$ cat config.mk
export PLATFORM = sky130hd
export DESIGN_NAME = segment_reassembly_tracker_core_flat
export DESIGN_NICKNAME = d
export VERILOG_FILES = /design/src/rtl/srt_pkg.sv /design/src/rtl/srt_if.sv /design/src/rtl/srt_find.sv /design/src/rtl/segment_reassembly_tracker_core.sv /design/src/flat_wrapper.sv
export SDC_FILE = /design/constraint.sdc
export NUM_CORES = 1
export LEC_CHECK = 0
export BUFFER_PORTS_ARGS = -buffer_cell sky130_fd_sc_hd__buf_2
export CORE_MARGIN = 5
export CORE_UTILIZATION = 40
export CTS_CLUSTER_SIZE = 10
export DETAILED_ROUTE_END_ITERATION = 7
export GPL_ROUTABILITY_DRIVEN = 0
export SLEW_MARGIN = 25
export SYNTH_ARGS = -nofsm -noshare
export SYNTH_HDL_FRONTEND = slang
export SYNTH_HIERARCHICAL = 1
export SYNTH_SLANG_ARGS = --single-unit
$ cat constraint.sdc
create_clock -name i_clk -period 4.13 [get_ports i_clk]
set_clock_uncertainty 0.15 [all_clocks]
set_input_delay 0.2065 -clock i_clk [delete_from_list [all_inputs] [get_ports i_clk]]
set_output_delay 0.2065 -clock i_clk [all_outputs]
set_load 0.02 [all_outputs]
$ cat src/rtl/srt_pkg.sv
`timescale 1ns / 1ps
// Shared types and codes of the segment reassembly tracker.
// No dependencies.
package srt_pkg;

    localparam int SEQ_W   = 10;
    localparam int OFF_W   = 16;
    localparam int LEN_W   = 12;
    localparam int ST_W    = 4;
    localparam int BYTES_W = 17;
    localparam int TMR_W   = 16;

    localparam logic [BYTES_W-1:0] BYTES_MAX   = '1;
    localparam logic [TMR_W-1:0]   TIMEOUT_RST = 16'd5000;

    localparam logic REG_TIMEOUT = 1'b0;

    localparam logic [1:0] KIND_COMPLETE = 2'd0;
    localparam logic [1:0] KIND_FIRST    = 2'd1;
    localparam logic [1:0] KIND_MIDDLE   = 2'd2;
    localparam logic [1:0] KIND_LAST     = 2'd3;

    localparam logic [ST_W-1:0] ST_DELIVERED   = 4'd0;
    localparam logic [ST_W-1:0] ST_EMPTY       = 4'd1;
    localparam logic [ST_W-1:0] ST_TOO_SHORT   = 4'd2;
    localparam logic [ST_W-1:0] ST_NO_SESSION  = 4'd3;
    localparam logic [ST_W-1:0] ST_OVERFLOW    = 4'd4;
    localparam logic [ST_W-1:0] ST_STORED      = 4'd5;
    localparam logic [ST_W-1:0] ST_REASSEMBLED = 4'd6;
    localparam logic [ST_W-1:0] ST_MISMATCH    = 4'd7;
    localparam logic [ST_W-1:0] ST_TICK        = 4'd8;

    typedef struct packed {
        logic [BYTES_W-1:0] bytes;
        logic [TMR_W-1:0]   timer;
    } t_ctx;

    typedef struct packed {
        logic hit;
        logic alloc;
    } t_find;

endpackage

$ cat src/rtl/srt_if.sv
`timescale 1ns / 1ps
// Request and response channel interfaces of the segment reassembly tracker.
// No dependencies.
interface srt_req_if;
    logic        valid;
    logic        ready;
    logic        req_type;
    logic [1:0]  seg_kind;
    logic [9:0]  seq_num;
    logic [15:0] byte_offset;
    logic [11:0] pdu_len;

    modport source (output valid, req_type, seg_kind, seq_num, byte_offset, pdu_len,
                    input ready);
    modport sink   (input valid, req_type, seg_kind, seq_num, byte_offset, pdu_len,
                    output ready);
endinterface

interface srt_rsp_if;
    logic        valid;
    logic        ready;
    logic [3:0]  status;
    logic [1:0]  session_index;
    logic [15:0] deliver_len;
    logic [9:0]  deliver_seq;
    logic [3:0]  expired_mask;

    modport source (output valid, status, session_index, deliver_len, deliver_seq,
                    expired_mask, input ready);
    modport sink   (input valid, status, session_index, deliver_len, deliver_seq,
                    expired_mask, output ready);
endinterface

$ cat src/rtl/srt_find.sv
`timescale 1ns / 1ps
// Session lookup: lowest active slot matching the sequence number, else lowest free slot.
// Depends on srt_pkg.
module srt_find import srt_pkg::*; #(
    parameter int SESSIONS = 4
) (
    input  logic [SESSIONS-1:0]            i_active,
    input  logic [SESSIONS-1:0][SEQ_W-1:0] i_sseq,
    input  logic [SEQ_W-1:0]               i_seq,
    input  logic                           i_first,
    output t_find                          o_find,
    output logic [((SESSIONS > 1) ? $clog2(SESSIONS) : 1)-1:0] o_slot
);
    localparam int IW = (SESSIONS > 1) ? $clog2(SESSIONS) : 1;

    logic          m_hit;
    logic          f_hit;
    logic [IW-1:0] m_slot;
    logic [IW-1:0] f_slot;

    always_comb begin
        m_hit  = 1'b0;
        f_hit  = 1'b0;
        m_slot = '0;
        f_slot = '0;
        for (int i = SESSIONS - 1; i >= 0; i--) begin
            if (i_active[i] && (i_sseq[i] == i_seq)) begin
                m_hit  = 1'b1;
                m_slot = IW'(i);
            end
            if (!i_active[i]) begin
                f_hit  = 1'b1;
                f_slot = IW'(i);
            end
        end
        o_find.hit   = m_hit || (i_first && f_hit);
        o_find.alloc = !m_hit && i_first && f_hit;
        o_slot       = m_hit ? m_slot : f_slot;
    end

endmodule

$ cat src/rtl/segment_reassembly_tracker_core.sv
`timescale 1ns / 1ps
// Segment reassembly session tracker, top level.
// Depends on srt_pkg, srt_if and srt_find.
//
//  channel  | dir | handshake        | contents
//  ---------+-----+------------------+------------------------------------------
//  i_req    | in  | valid/ready      | PDU descriptor or timer tick
//  o_rsp    | out | valid/ready      | status, slot, length, sequence, expiry mask
//  APB      | in  | psel/penable     | reassembly_timeout_ticks at address 0
//
// A PDU descriptor is handled as session lookup and context read, then
// read-modify-write of the context memory. A tick sweeps the context memory,
// one entry per cycle.
// Reset is synchronous, active low, and needs no clearing pass.
// The result register decouples the output; processing holds in its last
// cycle while an earlier result is still unread.
module segment_reassembly_tracker_core import srt_pkg::*; #(
    parameter int SESSIONS        = 4,
    parameter int BUF_BYTES       = 4096,
    parameter int BASIC_HDR_BYTES = 2,
    parameter int SEG_HDR_BYTES   = 4
) (
    input  logic        i_clk,
    input  logic        i_rst_n,
    srt_req_if.sink     i_req,
    srt_rsp_if.source   o_rsp,
    input  logic        psel,
    input  logic        penable,
    input  logic        pwrite,
    input  logic [2:0]  paddr,
    input  logic [31:0] pwdata,
    output logic [31:0] prdata,
    output logic        pready
);
    localparam int IW = (SESSIONS > 1) ? $clog2(SESSIONS) : 1;
    localparam logic [LEN_W-1:0]   HDR_B    = LEN_W'(BASIC_HDR_BYTES);
    localparam logic [LEN_W-1:0]   HDR_S    = LEN_W'(SEG_HDR_BYTES);
    localparam logic [BYTES_W-1:0] BUF_LIM  = BYTES_W'(BUF_BYTES);
    localparam logic [IW-1:0]      LAST_IDX = IW'(SESSIONS - 1);

    typedef enum logic [1:0] {
        S_IDLE,
        S_EXEC,
        S_TICK
    } t_state;

    function automatic logic [15:0] clip16(input logic [BYTES_W-1:0] v);
        return v[BYTES_W-1] ? 16'hFFFF : v[15:0];
    endfunction

    t_state                         r_state, n_state;
    logic [SESSIONS-1:0]            r_active, n_active;
    logic [SESSIONS-1:0][SEQ_W-1:0] r_sseq, n_sseq;
    logic [TMR_W-1:0]               r_timeout, n_timeout;
    logic [IW-1:0]                  r_idx, n_idx;
    logic [3:0]                     r_mask, n_mask;
    logic [1:0]                     r_kind, n_kind;
    logic [SEQ_W-1:0]               r_seq, n_seq;
    logic [OFF_W-1:0]               r_off, n_off;
    logic [LEN_W-1:0]               r_pay, n_pay;
    logic                           r_short, n_short;
    t_find                          r_find, n_find;
    logic [IW-1:0]                  r_slot, n_slot;
    logic                           r_out_valid, n_out_valid;
    logic [ST_W-1:0]                r_ost, n_ost;
    logic [1:0]                     r_oidx, n_oidx;
    logic [15:0]                    r_olen, n_olen;
    logic [SEQ_W-1:0]               r_oseq, n_oseq;
    logic [3:0]                     r_omask, n_omask;

    t_ctx          r_mem [SESSIONS];
    t_ctx          r_rd;
    logic          w_we;
    logic          w_re;
    logic [IW-1:0] w_wa;
    logic [IW-1:0] w_ra;
    t_ctx          w_wd;

    logic               w_accept;
    logic               w_go;
    logic               w_last;
    logic [LEN_W-1:0]   w_hdr;
    logic               w_short;
    t_find              w_find;
    logic [IW-1:0]      w_slot;
    logic [BYTES_W-1:0] w_old;
    logic [BYTES_W-1:0] w_end;
    logic [BYTES_W:0]   w_sum;
    logic [BYTES_W-1:0] w_sat;

    srt_find #(.SESSIONS(SESSIONS)) u_find (
        .i_active (r_active),
        .i_sseq   (r_sseq),
        .i_seq    (i_req.seq_num),
        .i_first  (i_req.seg_kind == KIND_FIRST),
        .o_find   (w_find),
        .o_slot   (w_slot)
    );

    assign i_req.ready         = (r_state == S_IDLE);
    assign w_accept            = i_req.valid && i_req.ready;
    assign w_go                = !r_out_valid || o_rsp.ready;
    assign w_last              = (r_idx == LAST_IDX);

    assign o_rsp.valid         = r_out_valid;
    assign o_rsp.status        = r_ost;
    assign o_rsp.session_index = r_oidx;
    assign o_rsp.deliver_len   = r_olen;
    assign o_rsp.deliver_seq   = r_oseq;
    assign o_rsp.expired_mask  = r_omask;

    assign pready = 1'b1;
    assign prdata = (paddr[2] == REG_TIMEOUT) ? {16'd0, r_timeout} : 32'd0;

    assign w_hdr   = ((i_req.seg_kind == KIND_COMPLETE) || (i_req.seg_kind == KIND_FIRST))
                     ? HDR_B : HDR_S;
    assign w_short = (i_req.pdu_len < w_hdr);

    assign w_old = r_find.alloc ? '0 : r_rd.bytes;
    assign w_end = BYTES_W'(r_off) + BYTES_W'(r_pay);
    assign w_sum = {1'b0, w_old} + (BYTES_W + 1)'(r_pay);
    assign w_sat = w_sum[BYTES_W] ? BYTES_MAX : w_sum[BYTES_W-1:0];

    always_comb begin
        n_state     = r_state;
        n_active    = r_active;
        n_sseq      = r_sseq;
        n_timeout   = r_timeout;
        n_idx       = r_idx;
        n_mask      = r_mask;
        n_kind      = r_kind;
        n_seq       = r_seq;
        n_off       = r_off;
        n_pay       = r_pay;
        n_short     = r_short;
        n_find      = r_find;
        n_slot      = r_slot;
        n_out_valid = r_out_valid;
        n_ost       = r_ost;
        n_oidx      = r_oidx;
        n_olen      = r_olen;
        n_oseq      = r_oseq;
        n_omask     = r_omask;
        w_we        = 1'b0;
        w_re        = 1'b0;
        w_wa        = r_slot;
        w_ra        = r_slot;
        w_wd        = '0;

        if (psel && penable && pwrite && (paddr[2] == REG_TIMEOUT)) begin
            n_timeout = pwdata[TMR_W-1:0];
        end
        if (r_out_valid && o_rsp.ready) begin
            n_out_valid = 1'b0;
        end

        unique case (r_state)
            S_IDLE: begin
                if (w_accept) begin
                    w_re = 1'b1;
                    if (i_req.req_type) begin
                        n_idx   = '0;
                        n_mask  = '0;
                        w_ra    = '0;
                        n_state = S_TICK;
                    end else begin
                        n_kind  = i_req.seg_kind;
                        n_seq   = i_req.seq_num;
                        n_off   = (i_req.seg_kind == KIND_FIRST) ? '0 : i_req.byte_offset;
                        n_pay   = i_req.pdu_len - w_hdr;
                        n_short = w_short;
                        n_find  = w_find;
                        n_slot  = w_slot;
                        w_ra    = w_slot;
                        n_state = S_EXEC;
                    end
                end
            end
            S_EXEC: begin
                if (w_go) begin
                    n_out_valid = 1'b1;
                    n_oseq      = r_seq;
                    n_omask     = '0;
                    n_oidx      = '0;
                    n_olen      = '0;
                    n_state     = S_IDLE;
                    priority if (r_short) begin
                        n_ost = ST_TOO_SHORT;
                    end else if (r_kind == KIND_COMPLETE) begin
                        n_ost  = (r_pay != '0) ? ST_DELIVERED : ST_EMPTY;
                        n_olen = 16'(r_pay);
                    end else if (!r_find.hit) begin
                        n_ost = ST_NO_SESSION;
                    end else begin
                        n_oidx = 2'(r_slot);
                        n_olen = clip16(w_end);
                        w_we   = 1'b1;
                        if (r_find.alloc) begin
                            n_active[r_slot] = 1'b1;
                            n_sseq[r_slot]   = r_seq;
                        end
                        if (w_end > BUF_LIM) begin
                            n_ost            = ST_OVERFLOW;
                            n_active[r_slot] = 1'b0;
                        end else if (r_kind == KIND_LAST) begin
                            if (w_sat == w_end) begin
                                n_ost            = ST_REASSEMBLED;
                                n_active[r_slot] = 1'b0;
                            end else begin
                                n_ost      = ST_MISMATCH;
                                w_wd.bytes = w_sat;
                                w_wd.timer = r_rd.timer;
                            end
                        end else begin
                            n_ost      = ST_STORED;
                            n_olen     = clip16(w_sat);
                            w_wd.bytes = w_sat;
                            w_wd.timer = r_timeout;
                        end
                    end
                end
            end
            S_TICK: begin
                if (!w_last || w_go) begin
                    if (r_active[r_idx]) begin
                        w_we = 1'b1;
                        w_wa = r_idx;
                        if (r_rd.timer <= TMR_W'(1)) begin
                            n_active[r_idx] = 1'b0;
                            for (int j = 0; j < 4; j++) begin
                                if ((j < SESSIONS) && (r_idx == IW'(j))) begin
                                    n_mask[j] = 1'b1;
                                end
                            end
                        end else begin
                            w_wd.bytes = r_rd.bytes;
                            w_wd.timer = r_rd.timer - TMR_W'(1);
                        end
                    end
                    if (!w_last) begin
                        n_idx = r_idx + IW'(1);
                        w_ra  = r_idx + IW'(1);
                        w_re  = 1'b1;
                    end else begin
                        n_out_valid = 1'b1;
                        n_ost       = ST_TICK;
                        n_oidx      = '0;
                        n_olen      = '0;
                        n_oseq      = '0;
                        n_omask     = n_mask;
                        n_state     = S_IDLE;
                    end
                end
            end
            default: begin
                n_state = S_IDLE;
            end
        endcase
    end

    always_ff @(posedge i_clk) begin
        if (!i_rst_n) begin
            r_state     <= S_IDLE;
            r_out_valid <= 1'b0;
            r_active    <= '0;
            r_timeout   <= TIMEOUT_RST;
        end else begin
            r_state     <= n_state;
            r_out_valid <= n_out_valid;
            r_active    <= n_active;
            r_timeout   <= n_timeout;
        end
        r_sseq  <= n_sseq;
        r_idx   <= n_idx;
        r_mask  <= n_mask;
        r_kind  <= n_kind;
        r_seq   <= n_seq;
        r_off   <= n_off;
        r_pay   <= n_pay;
        r_short <= n_short;
        r_find  <= n_find;
        r_slot  <= n_slot;
        r_ost   <= n_ost;
        r_oidx  <= n_oidx;
        r_olen  <= n_olen;
        r_oseq  <= n_oseq;
        r_omask <= n_omask;
    end

    // session context memory, one write and one registered read port
    always_ff @(posedge i_clk) begin
        if (w_we) begin
            r_mem[w_wa] <= w_wd;
        end
        if (w_re) begin
            r_rd <= r_mem[w_ra];
        end
    end

endmodule

$ cat src/flat_wrapper.sv
// flat-port wrapper written by rule: the top's interface ports become plain ports
module segment_reassembly_tracker_core_flat import srt_pkg::*;
#(
    parameter int SESSIONS        = 4,
    parameter int BUF_BYTES       = 4096,
    parameter int BASIC_HDR_BYTES = 2,
    parameter int SEG_HDR_BYTES   = 4
)
  (i_clk, i_rst_n, psel, penable, pwrite, paddr, pwdata, prdata, pready, i_req_valid, i_req_req_type, i_req_seg_kind, i_req_seq_num, i_req_byte_offset, i_req_pdu_len, i_req_ready, o_rsp_valid, o_rsp_status, o_rsp_session_index, o_rsp_deliver_len, o_rsp_deliver_seq, o_rsp_expired_mask, o_rsp_ready);
  srt_req_if i_req_i ();
  srt_rsp_if o_rsp_i ();
  input  logic i_clk;
  input  logic i_rst_n;
  input  logic psel;
  input  logic penable;
  input  logic pwrite;
  input  logic [2:0] paddr;
  input  logic [31:0] pwdata;
  output logic [31:0] prdata;
  output logic pready;
  input wire logic [$bits(i_req_i.valid)-1:0] i_req_valid;
  input wire logic [$bits(i_req_i.req_type)-1:0] i_req_req_type;
  input wire logic [$bits(i_req_i.seg_kind)-1:0] i_req_seg_kind;
  input wire logic [$bits(i_req_i.seq_num)-1:0] i_req_seq_num;
  input wire logic [$bits(i_req_i.byte_offset)-1:0] i_req_byte_offset;
  input wire logic [$bits(i_req_i.pdu_len)-1:0] i_req_pdu_len;
  output wire logic [$bits(i_req_i.ready)-1:0] i_req_ready;
  output wire logic [$bits(o_rsp_i.valid)-1:0] o_rsp_valid;
  output wire logic [$bits(o_rsp_i.status)-1:0] o_rsp_status;
  output wire logic [$bits(o_rsp_i.session_index)-1:0] o_rsp_session_index;
  output wire logic [$bits(o_rsp_i.deliver_len)-1:0] o_rsp_deliver_len;
  output wire logic [$bits(o_rsp_i.deliver_seq)-1:0] o_rsp_deliver_seq;
  output wire logic [$bits(o_rsp_i.expired_mask)-1:0] o_rsp_expired_mask;
  input wire logic [$bits(o_rsp_i.ready)-1:0] o_rsp_ready;
  assign i_req_i.valid = i_req_valid;
  assign i_req_i.req_type = i_req_req_type;
  assign i_req_i.seg_kind = i_req_seg_kind;
  assign i_req_i.seq_num = i_req_seq_num;
  assign i_req_i.byte_offset = i_req_byte_offset;
  assign i_req_i.pdu_len = i_req_pdu_len;
  assign i_req_ready = i_req_i.ready;
  assign o_rsp_valid = o_rsp_i.valid;
  assign o_rsp_status = o_rsp_i.status;
  assign o_rsp_session_index = o_rsp_i.session_index;
  assign o_rsp_deliver_len = o_rsp_i.deliver_len;
  assign o_rsp_deliver_seq = o_rsp_i.deliver_seq;
  assign o_rsp_expired_mask = o_rsp_i.expired_mask;
  assign o_rsp_i.ready = o_rsp_ready;
  segment_reassembly_tracker_core #(.SESSIONS(SESSIONS), .BUF_BYTES(BUF_BYTES), .BASIC_HDR_BYTES(BASIC_HDR_BYTES), .SEG_HDR_BYTES(SEG_HDR_BYTES)) u_core (.i_clk(i_clk), .i_rst_n(i_rst_n), .i_req(i_req_i), .o_rsp(o_rsp_i), .psel(psel), .penable(penable), .pwrite(pwrite), .paddr(paddr), .pwdata(pwdata), .prdata(prdata), .pready(pready));
endmodule
==> impl_metrics.ini, run 1 <==
[layout]
seq_area_um2 = 9230
drive_above_1_share_pct = 20.7
fin_area_um2 = 19600
nFillCells = 3572
nets = 1727
multi_input_area_um2 = 6480
antennaDiodeCount = 0
area_growth_pct = 22.2

[pwr]
p_per_area_nw_per_um2 = 406
p_total_mw = 7.94
ir_drop_mv = 0.264
p_leak_nw = 7.00

[worst_setup_path]
crit_end = u_core/r_mem[1][2]$_DFFE_PP_
worst_setup_path_start_kind = flop
reg2reg_from = u_core/r_find[0]$_DFFE_PP_
required_ns = 4.20
r2r-end = u_core/r_mem[1][2]$_DFFE_PP_
path_class = flop to flop
critPathCaptureType = flop
reg2reg_depth = 16
cp_max_fo = 13
startpoint = u_core/r_find[0]$_DFFE_PP_
regToRegSetupSlack_ns = 0.05
cp.arrival_ns = 4.16

[grt]
grtUsageTotal_pct = 17.9
grt_overflow = 0
grt_pass1_vias = 11382
grt_pass1_wl_um = 63300
grt_max_degree = 67
antenna_found_initial = 0

[routing]
postRouteAntennaNets = 0
routedWlPerCell_um = 18.8
drt_pass1_iterations = 5
drt_wl_total_um = 40500
drcViolationCount = 0
via_count = 11567
dr.first_iter.drc_count = 964
routed_via_density = 5.38

[clock_network]
cts.htree.levels = 2
tritoncts = done
cts.clk_slew.worst_paths_ns = 0.06
clkLatencyLatePin_ns = 0.55
cts_sinks = 315
root_buffer = clkbuf_16
cts_made_buffers = 38
clock_path_buffers = 3

[place]
pre_cts_ws_ns = -0.0912
hpwlAfterDp_um = 27000
port_buffers = 118
place_area_um2 = 17400

[floorplan]
start_util_pct = 40.4
design.core.area_um2 = 39600
pin_count = 154
die_h_um = 210
num_rows = 73
die_area_um2 = 44100
die_x_um = 210

[synthesis]
synth_seq_cells = 315
netlist-cell-type-count = 91
yosys_warnings = 6
synthesis.area_um2 = 16000
synthArstFlopShare_pct = 0
synthCells = 1377
synth_ff_type = edfxtp_1
yosysSeqAreaShare_pct = 57.6
avgSynthCellArea_um2 = 11.6
synth_edf_count = 292

[timing]
hold_violations = 0
rsz0062_at_grt = yes
worst_pin_slew_ns = 1.02
slew-limit-headroom_pct = 32.3
setup_slack_ns = 0.0456
setup_violations = 0
timing.final.crit_period_ns = 4.08
period_share_pct = 98.9
drv_slew = 0
fmax_mhz = 245

[outcome]
status = completed

[worst_hold_path]
min_path_type = primary input to flop

[run]
cap_violations = 0
==> synthesized netlist by cell type, types with 5 or more instances <==
master,n,area [um2]
nand2b_1,16,100
a21o_1,17,128
xnor2_1,67,587
nand4_1,24,150
o21a_1,5,37.5
o21ai_2,5,43.8
nor2_1,70,263
nor3_1,21,105
and2_1,53,332
buf_6,9,101
buf_2,9,45.0
buf_4,23,173
nor4_1,14,87.6
o21bai_1,5,37.5
a21oi_1,42,210
o22ai_1,7,43.8
a221oi_1,13,114
dfxtp_1,23,460
a211oi_1,41,308
xor2_1,23,201
ha_1,35,438
nand3_1,32,160
inv_1,43,161
or3_1,7,43.8
nor2b_1,46,288
a22oi_1,5,37.5
clkbuf_1,47,176
a31oi_1,41,257
o21ai_1,10,50.1
nand2_1,170,638
o22ai_2,7,87.6
edfxtp_1,292,8770
o211ai_1,12,90.1
and3_1,7,43.8
o21ai_0,27,135
a32oi_1,9,78.8
==> what timing repair did <==
action / in CTS / in global routing
hold endpoints to repair: 70 / 0
pin swaps: 4 / 21
resized for setup: 15 / 47
setup endpoints to repair: 83 / 131
cloned: 0 / 0
hold buffers: 70 / 0
setup buffers: 2 / 13
==> per-layer routing <==
metal	share of wire, %	track usage (%)	vias to the layer above
met5	0	0	-
met4	2.4	5.09	0
met3	5.7	2.62	76
met2	47	29.1	363
met1	45	25.3	5599
li1	-	-	5529
==> cell families (layout without fill, tap and decap cells) <==
family	after synthesis	after routing	synth area share (%)
and+or+nand+nor	497	497	16.0
DFF	315	315	57.6
AOI/OAI and AO/OA	293	293	13.4
buffers and inverters	135	370	4.24
xor gates and xnor gates	93	93	5.23
adders and majority gates	38	38	3.11
muxes	4	4	0.328
other	2	17	0.0469
==> power by group <==
group	switching [mW]	total [mW]	internal [mW]
Combinational	0.763	1.28	0.514
Sequential	0.0879	3.70	3.61
Clock	1.24	2.96	1.72
Total	2.09	7.94	5.85
==> metrics by stage <==
| step | util [%] | TNS [ns] | hold slack [ns] | std cells |
|---|---|---|---|---|
| 4_1_cts | 48.6 | 0 | 0.0145 | 2139 |
| 2_1_floorplan | - | 0 | 0.155 | 1392 |
| 3_3_place_gp | 43.9 | -0.0178 | 0.269 | 2006 |
| 3_5_place_dp | 43.9 | -1.22 | 0.259 | 2006 |
| 6_report | 49.4 | 0 | 0.0316 | 2152 |
| 5_1_grt | 49.4 | -3.79 | 0.0821 | 2152 |
==> cell usage in the layout, fill, tap and decap left out, types with 16 or more instances in the layout <==
master | Yosys | final
clkbuf_16 | 0 | 38
xnor2_1 | 67 | 63
and2_1 | 53 | 52
a21oi_1 | 42 | 39
ha_1 | 35 | 32
nor2b_1 | 46 | 42
xor2_1 | 23 | 22
buf_4 | 23 | 69
nand3_1 | 32 | 28
a21o_1 | 17 | 17
buf_2 | 9 | 118
edfxtp_1 | 292 | 292
nand4_1 | 24 | 24
clkbuf_1 | 47 | 17
a211oi_1 | 41 | 40
nand2b_1 | 16 | 16
nor3_1 | 21 | 19
nor2_1 | 70 | 61
o21ai_0 | 27 | 22
dlygate4sd3_1 | 0 | 70
dfxtp_1 | 23 | 23
inv_1 | 43 | 43
conb_1 | 2 | 17
nand2_1 | 170 | 169
a31oi_1 | 41 | 41
==> flip-flops by register name, indices dropped and copies added, names as in the netlist <==
signal / cells
u_core/o_rsp.deliver_len: 16
u_core/r_short: 1
u_core/r_off: 16
u_core/o_rsp.session_index: 2
u_core/r_seq: 10
u_core/r_mem: 132
u_core/r_idx: 2
u_core/o_rsp.deliver_seq: 10
u_core/r_active: 4
u_core/r_pay: 12
u_core/r_slot: 2
u_core/r_find: 2
u_core/r_sseq: 40
u_core/r_state: 2
u_core/r_kind: 2
u_core/o_rsp.valid: 1
u_core/r_rd: 33
u_core/r_timeout: 16
u_core/o_rsp.status: 4
u_core/o_rsp.expired_mask: 4
u_core/r_mask: 4
==> worst max-delay path: stages (launching register included) <==
cell and delay (ns):
edfxtp_1 0.40, buf_6 0.18, nor2b_2 0.12, ha_2 0.30
o211ai_1 0.34, o21ai_2 0.15, a311o_1 0.30, buf_4 0.17
a21oi_2 0.26, xor2_1 0.17, nand3_1 0.13, a2111oi_4 0.29
nand4_1 0.19, buf_6 0.18, buf_4 0.14, nand4_1 0.11
o211ai_1 0.17
==> worst min-delay path by stage <==
stage                            startpoint                            end  slack [ns]  depth (start not counted)
after floorplan           i_req_seg_kind[0]     u_core/r_kind[0]$_DFFE_PP_        0.16                          0
after global placement     i_req_pdu_len[0]      u_core/r_pay[0]$_DFFE_PP_        0.27                          1
after detailed placement   i_req_pdu_len[0]      u_core/r_pay[0]$_DFFE_PP_        0.26                          1
after CTS                       o_rsp_ready  u_core/o_rsp.valid$_SDFF_PN0_        0.01                          4
after global routing            o_rsp_ready  u_core/o_rsp.valid$_SDFF_PN0_        0.08                          4
final                           o_rsp_ready  u_core/o_rsp.valid$_SDFF_PN0_        0.03                          4
==> cell type report <==
class | instances | share of cell area, %
clock buffers | 56 | 5.26
clock inverters | 5 | 0.269
inverters | 43 | 0.825
multi-input cells | 942 | 33.1
flip-flops and latches | 315 | 47.2
well taps | 525 | 3.36
repair buffers | 266 | 10.0
No activity file was read; power rests on OpenSTA's default activity.
==> inputs of run 2 (changes only) <==
--- a/config.mk
+++ b/config.mk
@@ -5,7 +5,9 @@
 export SDC_FILE = /design/constraint.sdc
 export NUM_CORES = 1
 export LEC_CHECK = 0
+export ABC_AREA = 1
 export BUFFER_PORTS_ARGS = -buffer_cell sky130_fd_sc_hd__buf_2
+export CORE_ASPECT_RATIO = 0.9
 export CORE_MARGIN = 5
 export CORE_UTILIZATION = 40
 export CTS_CLUSTER_SIZE = 10
@@ -14,5 +16,4 @@
 export SLEW_MARGIN = 25
 export SYNTH_ARGS = -nofsm -noshare
 export SYNTH_HDL_FRONTEND = slang
-export SYNTH_HIERARCHICAL = 1
 export SYNTH_SLANG_ARGS = --single-unit
==> run 2 against run 1 <==
  * Sequential share of layout area down 0.41 points
  * Largest cell class unchanged
  * Highest routed layer unchanged
  * Non-clock buffer count down 39
  * Worst hold slack better by 0.023 ns
  * Critical path depth up 3
==> impl_metrics.ini, run 2 <==
[layout]
fin_area_um2 = 19700
nFillCells = 3807
final_cell_mix = nand2_1 (400), edfxtp_1 (292), inv_1 (244), nor2_1 (158), a21oi_1 (131)
largest_register_ffs = 132
area_growth_pct = 19.3
final_common_cell = nand2_1
regMostFlops = u_core.r_mem
antennaDiodeCount = 0
nets = 2143
final_util_pct = 48.5
drive_above_1_share_pct = 12.0
top_regs = u_core.r_mem (132), u_core.r_sseq (40), u_core.r_rd (33)

[routing]
dr.first_iter.drc_count = 931
drcViolationCount = 0
drt_pass1_iterations = 5
routed_via_density = 5.10
via_count = 13167
routedWlPerCell_um = 16.8
postRouteAntennaNets = 0
drt_wl_total_um = 43400

[clock_network]
cts.htree.levels = 2
root_buffer = clkbuf_16
cts_made_buffers = 38
post_cts_resized = 0
tritoncts = done
cts.clk_slew.worst_paths_ns = 0.06
clock_path_buffers = 3
clkLatencyLatePin_ns = 0.56
cts_sinks = 315

[worst_setup_path]
regToRegSetupSlack_ns = 0.29
reg2reg_depth = 19
cpMostUsedCell = nand2_1
max_stage_delay_ns = 0.46
critical-path-top-delay-family = simple AND/OR/NAND/NOR gates
crit_buf_inv = 3
required_ns = 4.29
cp_max_fo = 18
cp_cell_sequence = ha_1 > inv_1 > fa_1 > inv_1 > nand3_1 > nand2_1 > nand2_1 > nand2_1 > xnor2_1 > nand3_1 > nor3_1 > nand2_1 > nand2_1 > nand2_1 > inv_1 > nand2_4 > nand2_4 > nand3_1 > a21oi_1
r2r-end = u_core.r_mem[1][31]$_DFFE_PP_
worst_setup_path_start_kind = flop
path_class = flop to flop
slowest_stage = fa_1
cp.arrival_ns = 4.00
critPathCaptureType = flop
reg2reg_from = u_core.r_pay[0]$_DFFE_PP_

[place]
place_area_um2 = 17800
pre_cts_ws_ns = 0.207
hpwlAfterDp_um = 29800
port_buffers = 118

[pwr]
p_leak_nw = 8.33
ir_drop_mv = 0.463
pwr-share-clk_pct = 23.6
p_per_area_nw_per_um2 = 652
power_frac_seq_pct = 37.1
pwr-share-comb_pct = 39.3
switching_share_pct = 39.9
p_sw_mw = 5.13
internal_power_mw = 7.74

[run]
cap_violations = 0

[floorplan]
design.core.area_um2 = 40700
num_rows = 70
die_x_um = 224
die_h_um = 203
start_util_pct = 40.6
pin_count = 154
die_area_um2 = 45500

[timing]
fmax_mhz = 260
timing.final.crit_period_ns = 3.84
worst_pin_slew_ns = 0.995
fin_hold_ws_ns = 0.0546
fin_tns_setup_ns = 0
drv_slew = 0
hold_violations = 0
slew-limit-headroom_pct = 33.4
setup_violations = 0
rsz0062_at_grt = no
setup_slack_ns = 0.288
period_share_pct = 93.0

[worst_hold_path]
min-delay-start = i_req_pdu_len[2]
min_path_type = primary input to flop
min_to = u_core.r_pay[2]$_DFFE_PP_
worstHoldPathCells = 4

[synthesis]
synth_seq_cells = 315
post-synth-top-area-cell = edfxtp_1
yosysSeqAreaShare_pct = 55.8
synthArstFlopShare_pct = 0
yosys_warnings = 0
synth_area_leaders = edfxtp_1 (53%), nand2_1 (9.1%), inv_1 (5.5%)
avgSynthCellArea_um2 = 9.13
synthCells = 1812
synth.most_common_cell = nand2_1
synth_common_cells = nand2_1 (401), edfxtp_1 (292), inv_1 (244)
netlist-cell-type-count = 54
synthesis.area_um2 = 16500
synth_edf_count = 292
synth.top_cell.area_share_pct = 53.0
synth_ff_type = edfxtp_1

[grt]
grtUsageTotal_pct = 18.8
antenna_found_initial = 0
grt_overflow = 0
grt_max_degree = 41
grt_pass1_wl_um = 68800
grt_pass1_vias = 12950

[outcome]
status = completed
-- run 2: cell types whose count changed after synthesis, sizes merged, moves of 30 or more --
cell | previous run | this run
o211ai | 13 | 43
a21oi | 44 | 132
nand2 | 172 | 410
nor2b | 46 | 0
a211oi | 43 | 4
and2 | 57 | 1
a31oi | 41 | 7
xnor2 | 68 | 13
o21ai | 42 | 116
nor2 | 71 | 170
inv | 43 | 251
nand3 | 33 | 123
-- run 2: what timing repair did --
| item | 4_1_cts | 5_1_grt |
|---|---|---|
| buffers inserted | 0 | 2 |
| hold buffers | 79 | 0 |
| endpoints found under the hold margin | 73 | 0 |
| setup endpoints to repair | 0 | 133 |
-- run 2: per-stage QoR --
stage | power [mW] | instances
floorplan | 8.15 | 1827
global placement | 9.74 | 2440
detailed placement | 9.82 | 2440
CTS | 13.0 | 2582
global route | 13.8 | 2584
finish | 12.9 | 2584
-- run 2: worst max-delay path by stage --
stage | from | to | slack (ns) | depth (start not counted)
3_5_place_dp | u_core.r_find[0]$_DFFE_PP_ | u_core.r_mem[3][0]$_DFFE_PP_ | 0.21 | 23
4_1_cts | u_core.r_find[0]$_DFFE_PP_ | u_core.r_mem[1][13]$_DFFE_PP_ | 0.18 | 23
6_report | u_core.r_pay[0]$_DFFE_PP_ | u_core.r_mem[1][31]$_DFFE_PP_ | 0.29 | 19
3_3_place_gp | u_core.r_find[0]$_DFFE_PP_ | u_core.r_mem[1][13]$_DFFE_PP_ | 0.24 | 23
5_1_grt | u_core.r_pay[0]$_DFFE_PP_ | u_core.r_mem[1][20]$_DFFE_PP_ | 0.02 | 19
2_1_floorplan | u_core.r_state[0]$_SDFFE_PN0P_ | u_core.r_rd[0]$_DFFE_PP_ | 0.30 | 5
-- run 2: area by class of cell --
class,count,area [um2],area share [%]
timing repair buffer,227,1660,8.39
tap,540,676,3.42
inverter,255,965,4.89
clock buffer,57,1020,5.18
clock inverter,6,78.8,0.399
sequential,315,9230,46.7
multi-input combinational,1184,6110,31.0
-- run 2: worst register-to-register path: cells and delay by family, from the launching register on --
kind / cells / cell delay (ns)
adders and majority gates: 2 / 0.66
AOI/OAI and AO/OA: 1 / 0.33
DFF: 1 / 0.41
and+or+nand+nor: 12 / 1.59
buffers and inverters: 3 / 0.25
xor gates and xnor gates: 1 / 0.22
-- run 2: kinds of logic after synthesis --
kind of cell | count (synthesis) | share of synthesized area [%]
other | 2 | 0.0454
buffers and inverters | 328 | 8.11
AND/OR/NAND/NOR | 771 | 20.1
flip-flops | 315 | 55.8
XOR/XNOR | 42 | 2.22
adder cells (fa/ha/maj) | 39 | 3.09
AO/OA/AOI/OAI | 315 | 10.6
-- run 2: layer usage --
metal | wire (um) | vias up | GRT usage [%] | part of all wire [%]
met1 | 19700 | 6220 | 25.9 | 45
met4 | 1310 | 0 | 6.15 | 3.0
met3 | 2410 | 92 | 3.37 | 5.5
met5 | 0 | - | 0 | 0
met2 | 20000 | 356 | 30.1 | 46
li1 | - | 6499 | - | -
-- run 2: power by group through the flow --
stage	registers (mW)	logic (mW)	clock network (mW)
6_report	4.78	5.06	3.04
4_1_cts	4.78	5.07	3.11
5_1_grt	4.84	5.70	3.25
3_5_place_dp	4.83	4.99	0
3_3_place_gp	4.83	4.91	0
2_1_floorplan	4.98	3.17	0
==> inputs of run 3 (changes only) <==
==> constraint.sdc (replaced) <==
create_clock -name i_clk -period 4 [get_ports i_clk]
set_clock_uncertainty 0.15 [all_clocks]
set_input_delay 0.2 -clock i_clk [delete_from_list [all_inputs] [get_ports i_clk]]
set_output_delay 0.2 -clock i_clk [all_outputs]
set_load 0.02 [all_outputs]
==> run 3 against run 2 <==
  * Fmax rose by 2.7%
  * Die area did not move
  * Worst setup slack got worse by 0.029 ns
  * First-iteration DRC count fell by 7.7%
  * Non-clock buffer count rose by 9
  * Sequential power rose by 3%
  * Routed wire length fell by 0.99%
  * Global-route usage fell by 0.29 points
  * Cell count rose by 0.31%
  * Critical endpoint is now u_core.r_mem[1][3]$_DFFE_PP_
  * Power rose by 4.0%
==> impl_metrics.ini, run 3 (synthesis gave the netlist of run 2 again) <==
[floorplan]
num_rows = 70
start_util_pct = 40.6
pin_count = 154
die_h_um = 203
design.core.area_um2 = 40700
die_area_um2 = 45500
die_x_um = 224

[layout]
antennaDiodeCount = 0
drive_above_1_share_pct = 12.9
fin_area_um2 = 19800
top_regs = u_core.r_mem (132), u_core.r_sseq (40), u_core.r_rd (33)
final_common_cell = nand2_1
final_cell_mix = nand2_1 (400), edfxtp_1 (292), inv_1 (244), nor2_1 (158), a21oi_1 (122)
area_growth_pct = 19.8
largest_register_ffs = 132
nets = 2152
final_util_pct = 48.7
regMostFlops = u_core.r_mem

[worst_setup_path]
crit_buf_inv = 4
worst_setup_path_start_kind = flop
required_ns = 4.18
path_class = flop to flop
critical-path-top-delay-family = simple AND/OR/NAND/NOR gates
cpMostUsedCell = nand2_1
cp.arrival_ns = 3.92
cp_max_fo = 16
critPathCaptureType = flop
max_stage_delay_ns = 0.41
regToRegSetupSlack_ns = 0.26
slowest_stage = edfxtp_1
cp_cell_sequence = buf_12 > buf_4 > nor2_1 > ha_1 > a21oi_1 > nor2_1 > nor2_4 > nand2_2 > nand2_4 > nand2_4 > inv_4 > nand3_2 > nand2_1 > nand2_1 > nand2_1 > nor2_2 > nand2_4 > buf_4 > nand3_1 > nand2_1 > nand2_1 > a21oi_1

[pwr]
ir_drop_mv = 0.589
p_total_mw = 13.4
p_leak_nw = 8.36
p_per_area_nw_per_um2 = 675

[timing]
drv_slew = 0
setup_violations = 0
fin_tns_setup_ns = 0
setup_slack_ns = 0.259
slew-limit-headroom_pct = 30.5
timing.final.crit_period_ns = 3.74
hold_violations = 0
period_share_pct = 93.5
worst_pin_slew_ns = 1.04
fmax_mhz = 267

[routing]
postRouteAntennaNets = 0
drcViolationCount = 0
via_count = 13091
routedWlPerCell_um = 16.6
routed_via_density = 5.05
drt_wl_total_um = 43000
drt_pass1_iterations = 5
dr.first_iter.drc_count = 859

[grt]
grtUsageTotal_pct = 18.5
grt_pass1_wl_um = 67900
grt_pass1_vias = 12708
grt_overflow = 0
antenna_found_initial = 0
grt_max_degree = 43

[clock_network]
tritoncts = done
cts_made_buffers = 38
root_buffer = clkbuf_16
clkLatencyLatePin_ns = 0.55
cts.clk_slew.worst_paths_ns = 0.06
cts.htree.levels = 2
cts_sinks = 315
clock_path_buffers = 3

[worst_hold_path]
min_path_type = primary input to flop

[place]
place_area_um2 = 17900
pre_cts_ws_ns = 0.204
hpwlAfterDp_um = 29600
port_buffers = 118

[outcome]
status = completed

[run]
cap_violations = 0
[run 3: cell types whose count changed in the layout (fill, tap and decap cells not counted), sizes merged]
cell         previous run  this run
clkinv                  8         9
clkbuf                 57        56
dlygate4sd3            79        78
buf                   148       158
inv                   252       251
[run 3: worst paths after layout]
kind                                                        from                               end  depth (start not counted)
worst max-delay path                  u_core.r_find[0]$_DFFE_PP_      u_core.r_mem[1][3]$_DFFE_PP_                         22
worst min register to register  u_core.r_timeout[5]$_SDFFE_PN0P_  u_core.r_timeout[5]$_SDFFE_PN0P_                          2
worst max register to register        u_core.r_find[0]$_DFFE_PP_      u_core.r_mem[1][3]$_DFFE_PP_                         22
worst min-delay path                            i_req_pdu_len[2]         u_core.r_pay[2]$_DFFE_PP_                          4
[run 3: area by class of cell]
class / instances / area (um2)
Inverter: 255 / 966
Fill cell: 3802 / 20900
Tap cell: 540 / 676
Clock buffer: 56 / 1020
Clock inverter: 6 / 78.8
Multi-Input combinational cell: 1184 / 6140
Timing Repair Buffer: 236 / 1710
Sequential cell: 315 / 9230
[run 3: stage by stage]
step	hold slack, ns	instances
after floorplan	0.149	1827
after CTS	0.0151	2591
after global placement	0.243	2451
after global routing	0.0567	2592
final	0.0432	2592
after detailed placement	0.250	2451
[run 3: worst min-delay path, stage by stage]
cell and delay, ns:
buf_2 0.11, inv_1 0.07, fa_1 0.16, inv_1 0.03
[run 3: per-layer routing]
metal  part of all wire (%)  GRT usage [%]  vias up
met5                      0              0        -
met4                    2.4           5.37        0
met3                    5.5           3.33       62
met2                     46           29.4      334
met1                     46           26.0     6176
li1                       -              -     6519
[run 3: repair_timing]
item,CTS,global route
endpoints found under the hold margin,73,0
buffers inserted,0,1
hold buffers,78,0
gates resized for setup,0,10
endpoints found under the setup margin,0,133
[run 3: power by group]
| group | switching (mW) | total, mW | internal (mW) |
|---|---|---|---|
| clock | 1.30 | 3.13 | 1.82 |
| sequential | 0.380 | 4.92 | 4.54 |
| combinational | 3.66 | 5.33 | 1.67 |
